--- src/hw/rtl/char_lcd_nibble_writer_defines.svh ---
// Assertion macros shared by the character LCD nibble writer.
// Stand-alone header; no dependencies.
`ifndef CHAR_LCD_NIBBLE_WRITER_DEFINES_SVH
`define CHAR_LCD_NIBBLE_WRITER_DEFINES_SVH

`define CLNW_ASSERT_NEXT(label, clk, rst_n, cond, expect_next, msg) \
    label: assert property (@(posedge clk) disable iff (!rst_n) (cond) |=> (expect_next)) \
        else $error(msg);

`define CLNW_ASSERT_NOW(label, clk, rst_n, cond, expect_now, msg) \
    label: assert property (@(posedge clk) disable iff (!rst_n) (cond) |-> (expect_now)) \
        else $error(msg);

`endif

--- src/hw/rtl/clnw_pkg.sv ---
// Types, constants and the power-up table of the character LCD nibble writer.
// No dependencies.
`timescale 1ns / 1ps

package clnw_pkg;

    localparam int ROW_COUNT   = 4;
    localparam int CFG_INDEX_W = 3;
    localparam int CFG_DATA_W  = 8;

    localparam logic [5:0] LINE_LENGTH_RESET = 6'd20;
    localparam logic [7:0] ROW_BASE_0_RESET  = 8'h80;
    localparam logic [7:0] ROW_BASE_1_RESET  = 8'hC0;
    localparam logic [7:0] ROW_BASE_2_RESET  = 8'h94;
    localparam logic [7:0] ROW_BASE_3_RESET  = 8'hD4;

    localparam logic [7:0] CMD_WAKE         = 8'h33;
    localparam logic [7:0] CMD_FOUR_BIT     = 8'h22;
    localparam logic [7:0] CMD_FUNCTION_SET = 8'h28;
    localparam logic [7:0] CMD_CLEAR        = 8'h01;
    localparam logic [7:0] CMD_SHIFT        = 8'h10;
    localparam logic [7:0] CMD_ENTRY_MODE   = 8'h06;
    localparam logic [7:0] CMD_DISPLAY_ON   = 8'h0C;

    // Number of nibbles in the power-up prefix ahead of the trailing clear.
    localparam logic [4:0] INIT_STEPS = 5'd14;

    typedef enum logic [1:0] {
        FUNC_SHOW_CHAR  = 2'd0,
        FUNC_SET_CURSOR = 2'd1,
        FUNC_CLEAR      = 2'd2,
        FUNC_INIT       = 2'd3
    } clnw_func_t;

    typedef enum logic [CFG_INDEX_W-1:0] {
        REG_LINE_LENGTH = 3'd0,
        REG_ROW_BASE_0  = 3'd1,
        REG_ROW_BASE_1  = 3'd2,
        REG_ROW_BASE_2  = 3'd3,
        REG_ROW_BASE_3  = 3'd4
    } clnw_reg_t;

    // One queued job: optional power-up prefix, byte a, optional command byte b.
    typedef struct packed {
        logic       prefix;
        logic       a_rs;
        logic [7:0] a;
        logic       has_b;
        logic [7:0] b;
    } clnw_job_t;

    typedef struct packed {
        logic [5:0] col;
        logic [1:0] row;
    } clnw_cursor_t;

    typedef struct packed {
        logic       long_wait;
        logic [3:0] val;
    } clnw_nib_t;

    function automatic clnw_nib_t init_nibble(input logic [3:0] idx);
        clnw_nib_t r;
        r.long_wait = 1'b0;
        unique case (idx)
            4'd0, 4'd1, 4'd2: r.val = CMD_WAKE[3:0];
            4'd3:  r.val = CMD_FOUR_BIT[3:0];
            4'd4:  r.val = CMD_FUNCTION_SET[7:4];
            4'd5:  r.val = CMD_FUNCTION_SET[3:0];
            4'd6:  r.val = CMD_CLEAR[7:4];
            4'd7:
            begin
                r.val       = CMD_CLEAR[3:0];
                r.long_wait = 1'b1;
            end
            4'd8:  r.val = CMD_SHIFT[7:4];
            4'd9:  r.val = CMD_SHIFT[3:0];
            4'd10: r.val = CMD_ENTRY_MODE[7:4];
            4'd11: r.val = CMD_ENTRY_MODE[3:0];
            4'd12: r.val = CMD_DISPLAY_ON[7:4];
            4'd13: r.val = CMD_DISPLAY_ON[3:0];
            default: r.val = 4'h0;
        endcase
        return r;
    endfunction

endpackage

--- src/hw/rtl/clnw_front.sv ---
// Front end: configuration registers, cursor tracking and job classification.
// Depends on clnw_pkg.
`timescale 1ns / 1ps

module clnw_front
    import clnw_pkg::*;
(
    input  logic                   clk,
    input  logic                   rst_n,
    input  logic                   cfg_write,
    input  logic [CFG_INDEX_W-1:0] cfg_index,
    input  logic [CFG_DATA_W-1:0]  cfg_data,
    input  logic                   in_valid,
    output logic                   in_ready,
    input  logic [1:0]             func,
    input  logic [7:0]             char_code,
    input  logic [5:0]             target_column,
    input  logic [1:0]             target_row,
    input  logic                   queue_full,
    output logic                   push,
    output clnw_job_t              job,
    output clnw_cursor_t           cursor
);

    logic [5:0] line_length_reg;
    logic [7:0] row_base_0_reg;
    logic [7:0] row_base_1_reg;
    logic [7:0] row_base_2_reg;
    logic [7:0] row_base_3_reg;
    logic [5:0] col_reg;
    logic [5:0] col_next;
    logic [1:0] row_reg;
    logic [1:0] row_next;

    logic [6:0] col_inc;
    logic       wrap;
    logic [1:0] row_inc;
    logic [7:0] set_addr;
    logic [1:0] row_clamp;

    function automatic logic [7:0] row_base(input logic [1:0] sel, input logic [7:0] b0,
                                            input logic [7:0] b1, input logic [7:0] b2,
                                            input logic [7:0] b3);
        logic [7:0] r;
        unique case (sel)
            2'd0: r = b0;
            2'd1: r = b1;
            2'd2: r = b2;
            default: r = b3;
        endcase
        return r;
    endfunction

    assign in_ready = !queue_full;
    assign push     = in_valid && in_ready;
    assign cursor   = '{col: col_reg, row: row_reg};

    always_comb
    begin
        col_inc   = {1'b0, col_reg} + 7'd1;
        wrap      = col_inc >= {1'b0, line_length_reg};
        row_inc   = (({1'b0, row_reg} + 3'd1) >= 3'(ROW_COUNT)) ? 2'd0 : row_reg + 2'd1;
        set_addr  = row_base(target_row, row_base_0_reg, row_base_1_reg, row_base_2_reg,
                             row_base_3_reg) + {2'b00, target_column};
        row_clamp = ({1'b0, target_row} >= 3'(ROW_COUNT)) ? 2'(ROW_COUNT - 1) : target_row;

        job.prefix = 1'b0;
        job.a_rs   = 1'b0;
        job.a      = CMD_CLEAR;
        job.has_b  = 1'b1;
        job.b      = row_base_0_reg;
        col_next   = '0;
        row_next   = '0;

        unique case (clnw_func_t'(func))
            FUNC_SHOW_CHAR:
            begin
                job.a_rs  = 1'b1;
                job.a     = char_code;
                job.has_b = wrap;
                job.b     = row_base(row_inc, row_base_0_reg, row_base_1_reg, row_base_2_reg,
                                     row_base_3_reg);
                col_next  = wrap ? 6'd0 : col_inc[5:0];
                row_next  = wrap ? row_inc : row_reg;
            end
            FUNC_SET_CURSOR:
            begin
                job.a     = set_addr;
                job.has_b = 1'b0;
                col_next  = target_column;
                row_next  = row_clamp;
            end
            FUNC_CLEAR:
            begin
                job.prefix = 1'b0;
            end
            FUNC_INIT:
            begin
                job.prefix = 1'b1;
            end
            default:
            begin
                job.prefix = 1'b0;
            end
        endcase
    end

    always_ff @(posedge clk or negedge rst_n)
    begin
        if (!rst_n)
        begin
            line_length_reg <= LINE_LENGTH_RESET;
            row_base_0_reg  <= ROW_BASE_0_RESET;
            row_base_1_reg  <= ROW_BASE_1_RESET;
            row_base_2_reg  <= ROW_BASE_2_RESET;
            row_base_3_reg  <= ROW_BASE_3_RESET;
        end
        else if (cfg_write)
        begin
            unique case (clnw_reg_t'(cfg_index))
                REG_LINE_LENGTH: line_length_reg <= cfg_data[5:0];
                REG_ROW_BASE_0:  row_base_0_reg  <= cfg_data;
                REG_ROW_BASE_1:  row_base_1_reg  <= cfg_data;
                REG_ROW_BASE_2:  row_base_2_reg  <= cfg_data;
                REG_ROW_BASE_3:  row_base_3_reg  <= cfg_data;
                default:         line_length_reg <= line_length_reg;
            endcase
        end
    end

    always_ff @(posedge clk or negedge rst_n)
    begin
        if (!rst_n)
        begin
            col_reg <= '0;
            row_reg <= '0;
        end
        else if (push)
        begin
            col_reg <= col_next;
            row_reg <= row_next;
        end
    end

endmodule

--- src/hw/rtl/clnw_queue.sv ---
// Short job queue between the front end and the nibble sequencer.
// Depends on clnw_pkg.
`timescale 1ns / 1ps

module clnw_queue
    import clnw_pkg::*;
#(
    parameter int DEPTH = 2
)
(
    input  logic      clk,
    input  logic      rst_n,
    input  logic      push,
    input  clnw_job_t push_job,
    input  logic      pop,
    output logic      full,
    output logic      head_valid,
    output clnw_job_t head
);

    localparam int PTR_W = $clog2(DEPTH);
    localparam int CNT_W = $clog2(DEPTH + 1);

    clnw_job_t        entry_reg [DEPTH];
    logic [PTR_W-1:0] wr_ptr_reg;
    logic [PTR_W-1:0] rd_ptr_reg;
    logic [CNT_W-1:0] count_reg;
    logic [CNT_W-1:0] count_next;

    function automatic logic [PTR_W-1:0] ptr_inc(input logic [PTR_W-1:0] p);
        return (p == PTR_W'(DEPTH - 1)) ? '0 : p + PTR_W'(1);
    endfunction

    assign full       = count_reg == CNT_W'(DEPTH);
    assign head_valid = count_reg != '0;
    assign head       = entry_reg[rd_ptr_reg];

    always_comb
    begin
        count_next = count_reg;
        if (push && !pop)
        begin
            count_next = count_reg + CNT_W'(1);
        end
        else if (pop && !push)
        begin
            count_next = count_reg - CNT_W'(1);
        end
    end

    always_ff @(posedge clk or negedge rst_n)
    begin
        if (!rst_n)
        begin
            wr_ptr_reg <= '0;
            rd_ptr_reg <= '0;
            count_reg  <= '0;
        end
        else
        begin
            if (push)
            begin
                wr_ptr_reg <= ptr_inc(wr_ptr_reg);
            end
            if (pop)
            begin
                rd_ptr_reg <= ptr_inc(rd_ptr_reg);
            end
            count_reg <= count_next;
        end
    end

    always_ff @(posedge clk)
    begin
        if (push)
        begin
            entry_reg[wr_ptr_reg] <= push_job;
        end
    end

endmodule

--- src/hw/rtl/clnw_back.sv ---
// Back end: expands queued jobs into nibble transfers behind an output register.
// Depends on clnw_pkg.
`timescale 1ns / 1ps

module clnw_back
    import clnw_pkg::*;
(
    input  logic      clk,
    input  logic      rst_n,
    input  logic      head_valid,
    input  clnw_job_t head,
    output logic      pop,
    output logic      out_valid,
    input  logic      out_ready,
    output logic      reg_select,
    output logic [3:0] nibble,
    output logic      long_wait,
    output logic      last
);

    logic [4:0] step_reg;
    logic [4:0] step_next;
    logic       out_valid_reg;
    logic       out_valid_next;
    logic       rs_reg;
    logic [3:0] nibble_reg;
    logic       long_wait_reg;
    logic       last_reg;

    logic [4:0] pos;
    logic [4:0] byte_pos;
    logic [1:0] k;
    logic [7:0] cur_byte;
    logic       cur_rs;
    logic       cur_lw;
    logic       cur_last;
    logic [3:0] cur_nibble;
    logic       load;
    clnw_nib_t  table_nib;

    assign out_valid  = out_valid_reg;
    assign reg_select = rs_reg;
    assign nibble     = nibble_reg;
    assign long_wait  = long_wait_reg;
    assign last       = last_reg;

    always_comb
    begin
        pos       = head.prefix ? step_reg : step_reg + INIT_STEPS;
        byte_pos  = pos - INIT_STEPS;
        k         = byte_pos[1:0];
        table_nib = init_nibble(pos[3:0]);
        cur_byte  = k[1] ? head.b : head.a;
        cur_rs    = k[1] ? 1'b0 : head.a_rs;

        if (pos < INIT_STEPS)
        begin
            cur_rs     = 1'b0;
            cur_nibble = table_nib.val;
            cur_lw     = table_nib.long_wait;
            cur_last   = 1'b0;
        end
        else
        begin
            cur_nibble = k[0] ? cur_byte[3:0] : cur_byte[7:4];
            cur_lw     = k[0] && !cur_rs && (cur_byte == CMD_CLEAR);
            cur_last   = (k == 2'd3) || (k == 2'd1 && !head.has_b);
        end

        load           = head_valid && (!out_valid_reg || out_ready);
        pop            = load && cur_last;
        step_next      = load ? (cur_last ? 5'd0 : step_reg + 5'd1) : step_reg;
        out_valid_next = load ? 1'b1 : (out_ready ? 1'b0 : out_valid_reg);
    end

    always_ff @(posedge clk or negedge rst_n)
    begin
        if (!rst_n)
        begin
            step_reg      <= '0;
            out_valid_reg <= 1'b0;
        end
        else
        begin
            step_reg      <= step_next;
            out_valid_reg <= out_valid_next;
        end
    end

    always_ff @(posedge clk)
    begin
        if (load)
        begin
            rs_reg        <= cur_rs;
            nibble_reg    <= cur_nibble;
            long_wait_reg <= cur_lw;
            last_reg      <= cur_last;
        end
    end

endmodule

--- src/hw/rtl/char_lcd_nibble_writer.sv ---
// With the queue empty, a word is registered in the job queue and its first nibble then in the output register.
// Throughput: the sequencer issues one nibble per cycle while a job is queued and out_ready does not
// stall the output register; a character is 2 or 4 nibbles, set-cursor 2, clear 4 and initialise 18.
// The job queue lets the front end keep accepting words while nibbles drain.
// Reset clears the cursor, queue and output valid and loads the default row bases.
// Depends on clnw_pkg, clnw_front, clnw_queue, clnw_back and the defines header.
`timescale 1ns / 1ps
`include "char_lcd_nibble_writer_defines.svh"

module char_lcd_nibble_writer
    import clnw_pkg::*;
#(
    parameter int QUEUE_DEPTH = 2
)
(
    input  logic                   clk,
    input  logic                   rst_n,
    input  logic                   cfg_write,
    input  logic [CFG_INDEX_W-1:0] cfg_index,
    input  logic [CFG_DATA_W-1:0]  cfg_data,
    input  logic                   in_valid,
    output logic                   in_ready,
    input  logic [1:0]             func,
    input  logic [7:0]             char_code,
    input  logic [5:0]             target_column,
    input  logic [1:0]             target_row,
    output logic                   out_valid,
    input  logic                   out_ready,
    output logic                   reg_select,
    output logic [3:0]             nibble,
    output logic                   long_wait,
    output logic                   last
);

    logic         push;
    logic         pop;
    logic         full;
    logic         head_valid;
    clnw_job_t    push_job;
    clnw_job_t    head;
    clnw_cursor_t cursor;

    clnw_front u_front (
        .clk           (clk),
        .rst_n         (rst_n),
        .cfg_write     (cfg_write),
        .cfg_index     (cfg_index),
        .cfg_data      (cfg_data),
        .in_valid      (in_valid),
        .in_ready      (in_ready),
        .func          (func),
        .char_code     (char_code),
        .target_column (target_column),
        .target_row    (target_row),
        .queue_full    (full),
        .push          (push),
        .job           (push_job),
        .cursor        (cursor)
    );

    clnw_queue #(
        .DEPTH (QUEUE_DEPTH)
    ) u_queue (
        .clk        (clk),
        .rst_n      (rst_n),
        .push       (push),
        .push_job   (push_job),
        .pop        (pop),
        .full       (full),
        .head_valid (head_valid),
        .head       (head)
    );

    clnw_back u_back (
        .clk        (clk),
        .rst_n      (rst_n),
        .head_valid (head_valid),
        .head       (head),
        .pop        (pop),
        .out_valid  (out_valid),
        .out_ready  (out_ready),
        .reg_select (reg_select),
        .nibble     (nibble),
        .long_wait  (long_wait),
        .last       (last)
    );

    // A clear or initialise word always leaves the cursor at the home position.
    `CLNW_ASSERT_NEXT(a_clear_homes, clk, rst_n,
                      push && (func == FUNC_CLEAR || func == FUNC_INIT),
                      cursor.col == 6'd0 && cursor.row == 2'd0,
                      "cursor not homed after clear")
    `CLNW_ASSERT_NEXT(a_set_column, clk, rst_n,
                      push && func == FUNC_SET_CURSOR,
                      cursor.col == $past(target_column),
                      "cursor column not taken from set-cursor word")
    `CLNW_ASSERT_NEXT(a_pop_marks_last, clk, rst_n, pop, out_valid && last,
                      "job retired without a final nibble")
    `CLNW_ASSERT_NOW(a_pop_needs_head, clk, rst_n, pop, head_valid,
                     "job retired from an empty queue")

endmodule
--- config.mk ---
export PLATFORM = sky130hd
export DESIGN_NAME = char_lcd_nibble_writer
export DESIGN_NICKNAME = d
export VERILOG_FILES = /design/src/hw/rtl/clnw_pkg.sv /design/src/hw/rtl/clnw_front.sv /design/src/hw/rtl/clnw_queue.sv /design/src/hw/rtl/clnw_back.sv /design/src/hw/rtl/char_lcd_nibble_writer.sv
export VERILOG_INCLUDE_DIRS = /design/src /design/src/hw/rtl
export SDC_FILE = /design/constraint.sdc
export NUM_CORES = 1
export LEC_CHECK = 0
export BUFFER_PORTS_ARGS = -buffer_cell sky130_fd_sc_hd__buf_2
export CAP_MARGIN = 15
export CORE_UTILIZATION = 40
export CTS_CLUSTER_DIAMETER = 80
export DETAILED_ROUTE_END_ITERATION = 16
export PLACE_DENSITY = 0.68
export SLEW_MARGIN = 20
export SYNTH_ARGS = -nofsm -noshare
export SYNTH_HDL_FRONTEND = slang
export SYNTH_SLANG_ARGS = --single-unit
--- constraint.sdc ---
create_clock -name clk -period 3.3 [get_ports clk]
set_input_delay 0.66 -clock clk [delete_from_list [all_inputs] [get_ports clk]]
set_output_delay 0.66 -clock clk [all_outputs]
set_load 0.01 [all_outputs]
==> impl_metrics.toml <==
[cts]
clk_path_buf_depth = 2
htree_levels = 3
cts.sinks = 101
numCtsBuffers = 9
hold_buffers = 0
clock-root-buffer = "clkbuf_16"
cts-resized-gates = 0
post_cts_buffers = 0
path_clk_slew_ps = 70
cts_tree = "done"
clock_latency_ps = 340

[cells_and_area]
instances_no_fill = 701
drive_above_1_share = 0.276
antennaDiodeCount = 0
nets = 573
final_core_util = 0.460
largest_reg_flops = 38
areaGrowthSynthToFinish_pct = 12.2

[worst_setup_path]
slowest_delay_ps = 510
slowest_stage = "mux4_2"
worst-path-stages = 9
crit_path_end_kind = "register"
cp_top_family = "compound AO/OA/AOI/OAI gates"
critPathMaxFanout = 5
r2r_slack_ps = 570
critPathCapture = "u_queue.entry_reg[0][15]"
crit_arrival_ps = 2920
crit_chain = "buf_2 > mux4_2 > ha_1 > fa_1 > a21o_1 > a21oi_1 > o21ai_0 > xor2_1 > a22o_1"
r2r_start = "u_back.step_reg[2]"
start_kind = "primary input"
r2r-end = "u_queue.count_reg[1]"
cp-startpoint = "target_row[0]"
cp.required_ps = 3390
worstSetupPathType = "in -> reg"
r2r_cells = 11
cp_num_buf_inv = 1

[sta]
fin_tns_setup_ps = 0
slew_viol_final = 0
finalHoldViolations = 0
setup_viol = 0
skew_ps = 4.77
layout_setup_ws_ps = 469
worst_pin_slew_ps = 855
min_period_ps = 2830
slew_headroom = 0.430
rsz0062_at_grt = "false"
period_share = 0.858
max_freq_mhz = 353

[global_route]
grt_overflow = 0
grt.total_usage = 0.180
antenna_found_initial = 0
grt_pass1_wl_microns = 20400
grt_pass1_vias = 3961
grt_max_degree = 32

[logic_synthesis]
ys_warn_count = 0
synth_fp_nets = 534
ys_top_cells_by_count = "edfxtp_1, dfrtp_1, mux2_2"
synth_flop_cell = "edfxtp_1"
synth_area_per_cell_sq_um = 11.9
async_flop_share = 0.554
synth.top_cell.area_share = 0.238
yosysMostFrequentCell = "edfxtp_1"
yosysSeqAreaShare = 0.488
syn-instance-count = 477
netlist_area_sq_um = 5670
synth.distinct_cells = 62
synth_seq_cells = 101
synth_top_area_cell = "edfxtp_1"
yosys-top-cells-area = "edfxtp_1, dfrtp_1, mux2_2"
synth-edff-count = 45

[floorplan]
dieArea_sq_um = 14600
core_sq_um = 13800
die_w_microns = 121
fp-row-count = 43
pin_count = 43
initial_utilization = 0.410
dieHeight_microns = 121

[run]
max_cap_violations = 0

[detailed_routing]
dr.first_iter.drc_count = 288
drtPass1Iterations = 4
drcViolationCount = 0
viasPerCell = 5.58
drtAntennaViolNets = 0
num_vias = 3914
detail_route.wl_per_cell_microns = 17.4
drt-total-wl_microns = 12200

[placement]
dp_hpwl_microns = 9140
pre_cts_ws_ps = 123
globalplace.congestion = 0.898
placed_cells = 685
io_buffers = 42

[hold_path]
worst_hold_path_type = "in -> async"

[power_and_ir_drop]
peakVddDrop_mv = 0.392
power.density_nw_per_um2 = 842
leakagePower_nw = 2.60
power.total_mw = 5.36

[run_status]
status = "finished, final reports clean"
## worst min path at each step
stage                  startpoint                   end  slack [ps]
2_1_floorplan               rst_n      u_back.out_valid         360
3_3_place_gp   u_queue.wr_ptr_reg    u_queue.wr_ptr_reg         480
3_5_place_dp     u_back.out_valid      u_back.out_valid         490
4_1_cts                     rst_n    u_queue.wr_ptr_reg         290
5_1_grt                     rst_n  u_queue.count_reg[0]         300
6_report                    rst_n  u_queue.count_reg[0]         270
## cell families (layout without fill, tap and decap cells)
kind of cell | Yosys count | count (layout) | share of synthesized area
AO/OA/AOI/OAI | 105 | 105 | 0.128
XOR/XNOR | 21 | 21 | 0.0364
adder cells (fa/ha/maj) | 23 | 23 | 0.0521
buffers and inverters | 43 | 87 | 0.0327
flip-flops | 101 | 101 | 0.488
multiplexers | 76 | 76 | 0.170
AND/OR/NAND/NOR | 108 | 108 | 0.0921
## layer usage
metal / part of all wire / global-route usage
met1: 0.44 / 0.227
met2: 0.49 / 0.308
met3: 0.050 / 0.0367
met5: 0 / 0
met4: 0.019 / 0.0594
## layout make-up
| cell class | count | area [sq um] |
|---|---|---|
| clock buffers | 11 | 253 |
| fillers | 1239 | 7470 |
| clock inverters | 5 | 40.0 |
| flip-flops and latches | 101 | 2770 |
| well taps | 180 | 225 |
| inverters | 18 | 67.6 |
| multi-input cells | 333 | 2710 |
| repair buffers | 53 | 293 |
## metrics by stage
stage               hold slack [ps]  instance area, sq um
global route                    301                  6360
CTS                             288                  6360
finish                          274                  6360
global placement                477                  6070
detailed placement              487                  6070
floorplan                       364                  5670
## worst reg2reg max path: cells and delay by family (launching register included)
family	cells	cell delay, ps
fa+ha+maj	2	530
buf+inv	2	280
xor+xnor	2	500
flops	1	450
simple gates	3	560
compound gates	2	350
## where the power goes
part / internal (mW) / switching [mW] / total, mW
registers: 1.79 / 0.265 / 2.06
clock network: 0.563 / 0.476 / 1.04
logic: 1.00 / 1.26 / 2.26
total: 3.36 / 2.00 / 5.36
## placed cells by master (no fill, tap or decap), types with 11 or more instances in the layout
master	instances
dfstp_2	12
a21oi_1	17
inv_1	17
edfxtp_1	45
buf_2	42
nand3_1	15
nand2_1	38
buf_4	11
o21ai_0	21
ha_1	22
nor2_1	19
mux2_2	41
xnor2_1	11
mux2i_1	23
dfrtp_1	44
Power figures use the tool's default switching activity.
